[config.mk]
export PLATFORM = sky130hd
export DESIGN_NAME = i2c_master_byte_engine
export DESIGN_NICKNAME = d
export VERILOG_FILES = /design/src/rtl/core/i2cme_pkg.sv /design/src/rtl/core/i2cme_step.sv /design/src/rtl/core/i2c_master_byte_engine.sv
export SDC_FILE = /design/constraint.sdc
export NUM_CORES = 1
export LEC_CHECK = 0
export BUFFER_PORTS_ARGS = -buffer_cell sky130_fd_sc_hd__buf_2
export CORE_ASPECT_RATIO = 0.9
export CORE_MARGIN = 3
export CORE_UTILIZATION = 50
export CTS_BUF_LIST = sky130_fd_sc_hd__clkbuf_4
export DETAILED_ROUTE_END_ITERATION = 12
export PLACE_DENSITY = 0.7
export SYNTH_ARGS = -nofsm -noshare
export SYNTH_HDL_FRONTEND = slang
export SYNTH_SLANG_ARGS = --single-unit
[constraint.sdc]
create_clock -name i_clk -period 5.6 [get_ports i_clk]
set_clock_uncertainty 0.2 [all_clocks]
set_input_delay 0.28 -clock i_clk [delete_from_list [all_inputs] [get_ports i_clk]]
set_output_delay 0.28 -clock i_clk [all_outputs]
set_load 0.01 [all_outputs]
[src/rtl/core/i2cme_pkg.sv]
`timescale 1ns / 1ps
`default_nettype none
// ----------------------------------------------------------------------------
// I2C master byte engine package
// Shared types and constants for the half-bit tick sequencer and its wrapper.
// ----------------------------------------------------------------------------
package i2cme_pkg;

    // Command codes carried in the func field.
    typedef enum logic [1:0] {
        OP_START = 2'd0,
        OP_STOP  = 2'd1,
        OP_WRITE = 2'd2,
        OP_READ  = 2'd3
    } t_op;

    // Sequencer phase. The meaning of each step depends on the command.
    typedef enum logic [2:0] {
        PH_IDLE = 3'd0,
        PH_P1   = 3'd1,
        PH_P2   = 3'd2,
        PH_P3   = 3'd3,
        PH_P4   = 3'd4,
        PH_P5   = 3'd5,
        PH_P6   = 3'd6,
        PH_P7   = 3'd7
    } t_phase;

    // Sequencer state carried from tick to tick.
    typedef struct packed {
        t_op        op_kind;
        t_phase     phase;
        logic [3:0] bit_count;
        logic [7:0] shift_reg;
        logic [7:0] poll_count;
        logic       ack_choice;
        logic       scl;
        logic       sda;
        logic [7:0] rd_latch;
    } t_state;

    // Per-tick result fields.
    typedef struct packed {
        logic       scl_level;
        logic       sda_level;
        logic       busy_res;
        logic       done_res;
        logic [7:0] rd_data;
        logic       ack_failed;
    } t_result;

    localparam logic [7:0] ACK_TIMEOUT_RST = 8'd250;
    localparam logic [3:0] BITS_PER_BYTE   = 4'd8;

endpackage : i2cme_pkg
`default_nettype wire

[src/rtl/core/i2cme_step.sv]
`timescale 1ns / 1ps
`default_nettype none
// ----------------------------------------------------------------------------
// I2C master byte engine tick logic
// Next-state and result logic for one half-bit tick of the line sequencer.
// ----------------------------------------------------------------------------
module i2cme_step (
    input  var i2cme_pkg::t_state  i_state,
    input  wire                    i_cmd_valid,
    input  wire [1:0]              i_func,
    input  wire [7:0]              i_wr_data,
    input  wire                    i_send_ack,
    input  wire                    i_sda_in,
    input  wire [7:0]              i_ack_timeout,
    output i2cme_pkg::t_state      o_state,
    output i2cme_pkg::t_result     o_result
);

    i2cme_pkg::t_state n_state;
    logic              done;
    logic              fail;
    logic              active;

    // Command capture, then one step of the selected sequence.
    always_comb begin
        n_state = i_state;
        done    = 1'b0;
        fail    = 1'b0;
        active  = 1'b0;

        // A command is taken only while idle.
        if (i_state.phase == i2cme_pkg::PH_IDLE && i_cmd_valid) begin
            n_state.op_kind    = i2cme_pkg::t_op'(i_func);
            n_state.phase      = i2cme_pkg::PH_P1;
            n_state.bit_count  = 4'd0;
            n_state.poll_count = 8'd0;
            n_state.ack_choice = i_send_ack;
            if (i2cme_pkg::t_op'(i_func) == i2cme_pkg::OP_WRITE) begin
                n_state.shift_reg = i_wr_data;
            end else if (i2cme_pkg::t_op'(i_func) == i2cme_pkg::OP_READ) begin
                n_state.shift_reg = 8'd0;
            end
        end

        if (n_state.phase != i2cme_pkg::PH_IDLE) begin
            active = 1'b1;
            case (n_state.op_kind)
                // Start: both high, SDA falls, SCL falls.
                i2cme_pkg::OP_START: begin
                    case (n_state.phase)
                        i2cme_pkg::PH_P1: begin
                            n_state.scl   = 1'b1;
                            n_state.sda   = 1'b1;
                            n_state.phase = i2cme_pkg::PH_P2;
                        end
                        i2cme_pkg::PH_P2: begin
                            n_state.sda   = 1'b0;
                            n_state.phase = i2cme_pkg::PH_P3;
                        end
                        i2cme_pkg::PH_P3: begin
                            n_state.scl = 1'b0;
                            done        = 1'b1;
                        end
                        default: begin
                            n_state.phase = i2cme_pkg::PH_IDLE;
                            active        = 1'b0;
                        end
                    endcase
                end
                // Stop: SDA low, SCL rises, SDA rises.
                i2cme_pkg::OP_STOP: begin
                    case (n_state.phase)
                        i2cme_pkg::PH_P1: begin
                            n_state.sda   = 1'b0;
                            n_state.phase = i2cme_pkg::PH_P2;
                        end
                        i2cme_pkg::PH_P2: begin
                            n_state.scl   = 1'b1;
                            n_state.phase = i2cme_pkg::PH_P3;
                        end
                        i2cme_pkg::PH_P3: begin
                            n_state.sda = 1'b1;
                            done        = 1'b1;
                        end
                        default: begin
                            n_state.phase = i2cme_pkg::PH_IDLE;
                            active        = 1'b0;
                        end
                    endcase
                end
                // Write: eight data bits, release SDA, poll for the ACK, stop on a timeout.
                i2cme_pkg::OP_WRITE: begin
                    case (n_state.phase)
                        i2cme_pkg::PH_P1: begin
                            n_state.scl   = 1'b0;
                            n_state.sda   = n_state.shift_reg[7];
                            n_state.phase = i2cme_pkg::PH_P2;
                        end
                        i2cme_pkg::PH_P2: begin
                            n_state.scl       = 1'b1;
                            n_state.shift_reg = {n_state.shift_reg[6:0], 1'b0};
                            n_state.bit_count = n_state.bit_count + 4'd1;
                            n_state.phase     =
                                (n_state.bit_count >= i2cme_pkg::BITS_PER_BYTE) ?
                                i2cme_pkg::PH_P3 : i2cme_pkg::PH_P1;
                        end
                        i2cme_pkg::PH_P3: begin
                            n_state.scl   = 1'b0;
                            n_state.sda   = 1'b1;
                            n_state.phase = i2cme_pkg::PH_P4;
                        end
                        i2cme_pkg::PH_P4: begin
                            n_state.scl        = 1'b1;
                            n_state.poll_count = 8'd0;
                            n_state.phase      = i2cme_pkg::PH_P5;
                        end
                        i2cme_pkg::PH_P5: begin
                            if (!i_sda_in) begin
                                n_state.scl = 1'b0;
                                done        = 1'b1;
                            end else if (n_state.poll_count >= i_ack_timeout) begin
                                n_state.sda   = 1'b0;
                                n_state.phase = i2cme_pkg::PH_P6;
                            end else begin
                                n_state.poll_count = n_state.poll_count + 8'd1;
                            end
                        end
                        i2cme_pkg::PH_P6: begin
                            n_state.scl   = 1'b1;
                            n_state.phase = i2cme_pkg::PH_P7;
                        end
                        // Last step of the timeout stop; the SCL low after it is dropped.
                        default: begin
                            n_state.sda = 1'b1;
                            done        = 1'b1;
                            fail        = 1'b1;
                        end
                    endcase
                end
                // Read: eight sampled bits, then the ACK or NACK answer.
                default: begin
                    case (n_state.phase)
                        i2cme_pkg::PH_P1: begin
                            n_state.scl   = 1'b1;
                            n_state.sda   = 1'b1;
                            n_state.phase = i2cme_pkg::PH_P2;
                        end
                        i2cme_pkg::PH_P2: begin
                            n_state.shift_reg = {n_state.shift_reg[6:0], i_sda_in};
                            n_state.scl       = 1'b0;
                            n_state.bit_count = n_state.bit_count + 4'd1;
                            if (n_state.bit_count >= i2cme_pkg::BITS_PER_BYTE) begin
                                n_state.rd_latch = n_state.shift_reg;
                                n_state.phase    = i2cme_pkg::PH_P3;
                            end else begin
                                n_state.phase = i2cme_pkg::PH_P1;
                            end
                        end
                        i2cme_pkg::PH_P3: begin
                            n_state.sda   = ~n_state.ack_choice;
                            n_state.phase = i2cme_pkg::PH_P4;
                        end
                        i2cme_pkg::PH_P4: begin
                            n_state.scl   = 1'b1;
                            n_state.phase = i2cme_pkg::PH_P5;
                        end
                        i2cme_pkg::PH_P5: begin
                            n_state.scl = 1'b0;
                            if (n_state.ack_choice) begin
                                n_state.phase = i2cme_pkg::PH_P6;
                            end else begin
                                done = 1'b1;
                            end
                        end
                        i2cme_pkg::PH_P6: begin
                            n_state.sda = 1'b1;
                            done        = 1'b1;
                        end
                        default: begin
                            n_state.phase = i2cme_pkg::PH_IDLE;
                            active        = 1'b0;
                        end
                    endcase
                end
            endcase

            if (done) begin
                n_state.phase = i2cme_pkg::PH_IDLE;
            end
        end
    end

    // Result fields follow the updated state.
    assign o_state             = n_state;
    assign o_result.scl_level  = n_state.scl;
    assign o_result.sda_level  = n_state.sda;
    assign o_result.busy_res   = active & ~done;
    assign o_result.done_res   = done;
    assign o_result.rd_data    = n_state.rd_latch;
    assign o_result.ack_failed = fail;

endmodule : i2cme_step
`default_nettype wire

[src/rtl/core/i2c_master_byte_engine.sv]
// A result is registered at the edge that accepts its tick; one tick per cycle
// unless the result channel stalls. Sequencer state and the result register
// both update at the accepting edge, so ticks may follow back to back.
// Input ready stays high while the result register is empty or being taken.
// Reset (synchronous, active low) idles the sequencer, releases both lines,
// clears the read byte and loads the acknowledge timeout with 250.
`timescale 1ns / 1ps
`default_nettype none
// ----------------------------------------------------------------------------
// I2C master byte engine
// Half-bit tick line sequencer with a registered result stage.
// ----------------------------------------------------------------------------
module i2c_master_byte_engine (
    input  wire        i_clk,
    input  wire        i_rst_n,
    // Tick input channel.
    input  wire        i_in_valid,
    output logic       o_in_ready,
    input  wire        i_cmd_valid,
    input  wire [1:0]  i_func,
    input  wire [7:0]  i_wr_data,
    input  wire        i_send_ack,
    input  wire        i_sda_in,
    // Result channel.
    output logic       o_out_valid,
    input  wire        i_out_ready,
    output logic       o_scl_level,
    output logic       o_sda_level,
    output logic       o_busy_res,
    output logic       o_done_res,
    output logic [7:0] o_rd_data,
    output logic       o_ack_failed,
    // Configuration write port.
    input  wire        i_cfg_wr_en,
    input  wire [7:0]  i_cfg_wr_data
);

    i2cme_pkg::t_state  r_state;
    i2cme_pkg::t_state  n_state;
    i2cme_pkg::t_result n_result;
    i2cme_pkg::t_result r_result;
    logic               r_out_valid;
    logic [7:0]         r_ack_timeout;
    logic               in_fire;

    // Accept a tick whenever the result register can take its answer.
    assign o_in_ready = ~r_out_valid | i_out_ready;
    assign in_fire    = i_in_valid & o_in_ready;

    i2cme_step u_step (
        .i_state       (r_state),
        .i_cmd_valid   (i_cmd_valid),
        .i_func        (i_func),
        .i_wr_data     (i_wr_data),
        .i_send_ack    (i_send_ack),
        .i_sda_in      (i_sda_in),
        .i_ack_timeout (r_ack_timeout),
        .o_state       (n_state),
        .o_result      (n_result)
    );

    // Sequencer state register.
    always_ff @(posedge i_clk) begin
        if (!i_rst_n) begin
            r_state.op_kind    <= i2cme_pkg::OP_START;
            r_state.phase      <= i2cme_pkg::PH_IDLE;
            r_state.bit_count  <= 4'd0;
            r_state.shift_reg  <= 8'd0;
            r_state.poll_count <= 8'd0;
            r_state.ack_choice <= 1'b0;
            r_state.scl        <= 1'b1;
            r_state.sda        <= 1'b1;
            r_state.rd_latch   <= 8'd0;
        end else if (in_fire) begin
            r_state <= n_state;
        end
    end

    // Acknowledge timeout register.
    always_ff @(posedge i_clk) begin
        if (!i_rst_n) begin
            r_ack_timeout <= i2cme_pkg::ACK_TIMEOUT_RST;
        end else if (i_cfg_wr_en) begin
            r_ack_timeout <= i_cfg_wr_data;
        end
    end

    // Result register valid flag.
    always_ff @(posedge i_clk) begin
        if (!i_rst_n) begin
            r_out_valid <= 1'b0;
        end else if (in_fire) begin
            r_out_valid <= 1'b1;
        end else if (i_out_ready) begin
            r_out_valid <= 1'b0;
        end
    end

    // Result payload.
    always_ff @(posedge i_clk) begin
        if (in_fire) begin
            r_result <= n_result;
        end
    end

    assign o_out_valid  = r_out_valid;
    assign o_scl_level  = r_result.scl_level;
    assign o_sda_level  = r_result.sda_level;
    assign o_busy_res   = r_result.busy_res;
    assign o_done_res   = r_result.done_res;
    assign o_rd_data    = r_result.rd_data;
    assign o_ack_failed = r_result.ack_failed;

endmodule : i2c_master_byte_engine
`default_nettype wire

### Yosys cells after proc, flatten, opt, wreduce, memory -nomap -nowiden

Cells that the tools add are included.

* register bits: 58
* logic and storage cells: 104

* add/subtract/negate cells: 2
* order comparisons: 2
* equal/unequal tests: 10
* multiplexer cells: 51
* bitwise operators: 6
* reduce and logical (&&, ||, !) cells: 16

Operators by type and width (number)
* 2-to-1 mux 8 bit: 8
* one-hot mux 3 bit (6 select lines): 2
* 2-to-1 mux 26 bit: 1
* 2-to-1 mux 12 bit: 2
* one-hot mux 12 bit (2 select lines): 1
* 2-to-1 mux 23 bit: 1
* one-hot mux 1 bit (2 select lines): 9
* one-hot mux 8 bit (2 select lines): 1
* 2-to-1 mux 1 bit: 15
* 2-to-1 mux 3 bit: 4
* 2-to-1 mux 10 bit: 1
* OR reduction 2 bit: 5
* == test 3 bit (second input constant): 3
* one-hot mux 3 bit (3 select lines): 1
* OR reduction 3 bit: 3
* adder 8 x 1 -> 8 bit (second input constant): 1
* greater-or-equal comparator 8 bit: 1
* == test 2 bit (second input constant): 3
* == test 3 x 2 -> 1 bit (second input constant): 2
* one-hot mux 1 bit (3 select lines): 2
* one-hot mux 2 bit (3 select lines): 1
* one-hot mux 3 bit (2 select lines): 1
* OR reduction 6 bit: 1
* OR reduction 5 bit: 1
* 14 further kinds: 17

### Longest topological paths before layout

* word-level depth: 12
* gate-level depth with buffers: 13

### Modules after synthesis

A second synthesis with hierarchy kept.

* cells, all modules: 479
* area, all modules: 3940.0 sq um

Modules (own cells, without submodules)
* i2c_master_byte_engine: times used 1, cells each 200, area each 2190.9 sq um, sequential area each 1291.2 sq um
* i2cme_step: times used 1, cells each 279, area each 1749.2 sq um, sequential area each 0.0 sq um

### Worst setup path before layout

OpenSTA, ideal clock, no wires.

* kind: register -> register
* from: register r_state[33] (netlist name)
* to: register r_state[18] (netlist name)
* arrival: 3316 ps
* data required time: 5273 ps
* path slack: 1957 ps
* cell stages (with the launch flop): 14
* clock period less this slack: 3643 ps
* cells stage by stage: dfxtp_1 -> buf_6 -> or4b_4 -> buf_6 -> clkbuf_1 -> and2_1 -> ha_1 -> a21o_1 -> a221oi_1 -> nand3_1 -> a2111oi_4 -> and3_1 -> mux2i_1 -> o21ai_1

* longest elaborated chain between the ends: 9
* elaborated cells on any way between the ends: 14
* those cells by class: 1 x add/sub; 1 x order compare; 3 x eq/ne; 6 x mux; 3 x reduce/logical

RTL lines
* from (decl): RTL line i2c_master_byte_engine.sv:38 `i2cme_pkg::t_state r_state;`
* from (signal assigned): RTL line i2c_master_byte_engine.sv:75 `r_state <= n_state;`
* zero test 3 bit: RTL line i2cme_step.sv:32 `if (i_state.phase == i2cme_pkg::PH_IDLE && i_cmd_valid) begin`
* logical AND 1 bit: RTL line i2cme_step.sv:32
* 2-to-1 mux 26 bit (*): RTL line i2cme_step.sv:32
* adder 8 x 1 -> 8 bit or greater-or-equal comparator 8 bit (tied branches): RTL line i2cme_step.sv:125, i2cme_step.sv:121
* 2-to-1 mux 8 bit: RTL line i2cme_step.sv:121 `end else if (n_state.poll_count >= i_ack_timeout) begin`
* 2-to-1 mux 8 bit: RTL line i2cme_step.sv:118 `if (!i_sda_in) begin`
* one-hot mux 8 bit (2 select lines): RTL line i2cme_step.sv:93 `case (n_state.phase)`
* 2-to-1 mux 8 bit: RTL line i2cme_step.sv:47 `case (n_state.op_kind)`
* 2-to-1 mux 23 bit (*): RTL line i2cme_step.sv:45 `if (n_state.phase != i2cme_pkg::PH_IDLE) begin`

Every way passes the cells marked *; elsewhere a longest branch is shown, timed or not.
A chain may end at the register's enable or synchronous reset.

### Worst setup path in the final report

* from: register r_state[31] (netlist name)
* to: register r_state[18] (netlist name)

Same word-level chain as after synthesis.

==> results.md <==
- 0 — number of remaining DRC errors
- 0 — number of maximum-capacitance constraint violations
- reg -> reg — worst setup path category
- 0.2516 GHz — Achievable Freq
- 0.9537 — weighted congestion reported at the end of routability-driven placement
- register — crit path launch type
- 36.06 ps — hold slack final
- 3280 — count of vias placed by the detailed router
- 5.836 — mean number of vias per cell
- 323 — drt first-iter violations
- 58 — number of clock sinks seen by CTS
- 15280 um — first-pass GRT wire length
- 1.603 nW — Static Leakage
- 2 — maximum clock insertion buffer count
- 94.06 um — Die X
- 0 — count of synthesis-stage warnings from yosys
- 4060 ps — signal arrival time at the worst endpoint
- 0.1589 — fraction of layout cells with a size suffix above 1
- dfxtp_1 — top_reg_cell synth
- 15.76 um — Avg WL per Cell
- 5680 ps — required time at the worst-slack endpoint
- in -> reg — Worst Hold Class
- false — setup repair after global routing missed its margin
- 9 — TritonCTS buffer count
- 41 — Top-Level Pins
- 463 — Post-Synthesis Net Count
- clkbuf_4 — root buf cell
- 6095 um — post-detailed-placement half-perimeter wirelength
- 13 — number of enable-type register cells in the synthesized netlist
- 3 — hold depth
- 8.153 um2 — average cell area after synthesis
- 1111 ps — slew at the pin with the worst max-slew slack
- 0.04876 — fraction of met3 tracks used by global routing
- 0.5242 — initial standard-cell utilization of the core
- 0 — Final Slew Violations
- 85.26 um — die boundary height
- 0 — number of nets still failing antenna checks after routing
- 58 — register bit count reported by yosys
- 0 — number of hold violations in the final report
- 5 — number of optimization iterations in the first detailed-route pass
- 6656 um2 — Core Area
- finished, final reports clean — outcome
- 246.9 nW/um2 — Power per Cell Area
- 33 — pin count of the biggest net entering global routing
- 21 — maximum fanout along the worst path
- 0.1557 mV — Peak VDD IR
- 8855 um — Total Wirelength
- 8019 um2 — DIE AREA
- 3490 um2 — Syn Std Cell Area
- 502 — Final #Nets
- 56 — Synth cell types
- 0 — ant diodes
- 3 — total number of H-tree levels
- 0 — final setup fails
- 3975 ps — time the worst path needs with I/O delays and setup
- 0 — Async SR Flop Fraction
- 428 — cell count after synthesis
- 40 — Port Buf Inserts
- 10 — depth of the worst register-to-register path
- register — endpoint type of the worst setup path
- 0.2583 — worst rel slew slack
- 0.7099 — share of the clock period used by the worst path after layout
- 0.3536 — global routing met1 resource utilization
- 14.84% — area growth from synthesis to layout
- 0.3482 — Global Route met2 Usage
- built — TritonCTS clock tree
- 0 — Gates resized, CTS repair
- 0.3700 — part of the Yosys area used for sequential elements
- 28 — std cell rows
- 0 — total overflow reported by the global router
- 0.2410 — GRT Resource Usage Total
- 0 ps — final sum of negative setup slack
- 0 — number of antenna violations at the first check in global routing
- met1 — global-route layer with the greatest usage
- nand2_1 — most frequent standard cell in the layout excluding fill and tap cells
- 3078 — number of global-route vias before repair
- 410 ps — clock network latency to the later pin of the worst-skew pair
- 100 ps — clock-pin slew of the registers on the worst-case setup and hold paths
- nand2_1, nor2_1, dfxtp_1 — commonest cells after routing, fill and taps aside
-- final cells by class --
cell class                      count  area (um2)
Clock buffer                       10       75.07
Clock inverter                      6       105.1
Fill cell                         632        2649
Inverter                           16       60.06
Multi-Input combinational cell    326        2016
Sequential cell                    58        1291
Tap cell                           90       112.6
Timing Repair Buffer               56       347.8
-- power breakdown --
group / internal, W / switching (W) / leakage [nW] / total, W
Clock: 0.000228 / 0.000164 / 0.0917 / 0.000392
Sequential: 0.000443 / 0.0000107 / 0.496 / 0.000454
Combinational: 0.0000565 / 0.0000877 / 1.01 / 0.000144
-- synthesized netlist by cell type (all sizes together) (3+ instances only) --
cell type  number  area share
o21ai          25       0.036
mux2            5       0.016
inv            16       0.017
nor2b          12       0.022
and2           11       0.020
and3            3      0.0054
o211ai         10       0.022
a211oi          8       0.017
nand3          16       0.023
a221o           3      0.0086
nor3            8       0.013
clkbuf         23       0.025
nand2b          6       0.011
dfxtp          45        0.26
nand4           4      0.0072
edfxtp         13        0.11
buf             5       0.010
nand2          57       0.061
a21oi          34       0.049
a21o            3      0.0065
mux2i          13       0.037
a2bb2oi         4       0.010
a221oi          3       0.013
ha              9       0.032
nor3b           8       0.019
nor2           48       0.052
o22ai           4      0.0072
-- through the flow --
step / util / worst slack, ps / total power, W / cell area, um2 / std cells
finish: 0.6021 / 1625 / 0.0009897 / 4008 / 562
global route: 0.6021 / 1310 / 0.001038 / 4008 / 562
CTS: 0.6021 / 1659 / 0.0009949 / 4008 / 562
detailed placement: 0.5585 / 1683 / 0.0005986 / 3717 / 535
global placement: 0.5585 / 1791 / 0.0005972 / 3717 / 535
floorplan: - / 1957 / 0.0005579 / 3490 / 428
-- worst paths after layout --
| check | start | end | slack, ps |
|---|---|---|---|
| min reg2reg | r_state[24] | r_state[24] | 260 |
| min | i_func[1] | r_state[35] | 40 |
| max reg2reg | r_state[31] | r_state[18] | 1620 |
| max | r_state[31] | r_state[18] | 1620 |
-- state kept, by name, indices dropped and copies added (netlist names) --
register       count
o_ack_failed       1
o_busy_res         1
o_done_res         1
o_out_valid        1
o_rd_data          8
o_scl_level        1
o_sda_level        1
r_ack_timeout      8
r_state           36
-- worst max-delay path, stage by stage, from the launching register on --
cell	delay, ps
dfxtp_1	530
or4b_4	730
and2_1	250
ha_1	310
a21o_1	180
a221oi_1	450
nand3_1	300
a2111oi_4	430
and3_1	220
mux2i_1	170
o21ai_1	70
-- routing by layer --
metal | routed length [um] | part of all wire
met1 | 4226 | 0.48
met2 | 3948 | 0.45
met3 | 541 | 0.061
met4 | 139 | 0.016
met5 | 0 | 0
-- repair_timing --
action,4_1_cts,5_1_grt
hold buffers,11,0
buffers inserted,0,0
setup endpoints to repair,0,0
hold endpoints to repair,10,0
-- kinds of logic after synthesis --
group / synth area share
compound gates: 0.2388
mux: 0.05342
xor+xnor: 0.005021
simple gates: 0.2481
buf+inv: 0.05235
flops: 0.3700
fa+ha+maj: 0.03227
(Power assumes the default switching activity.)
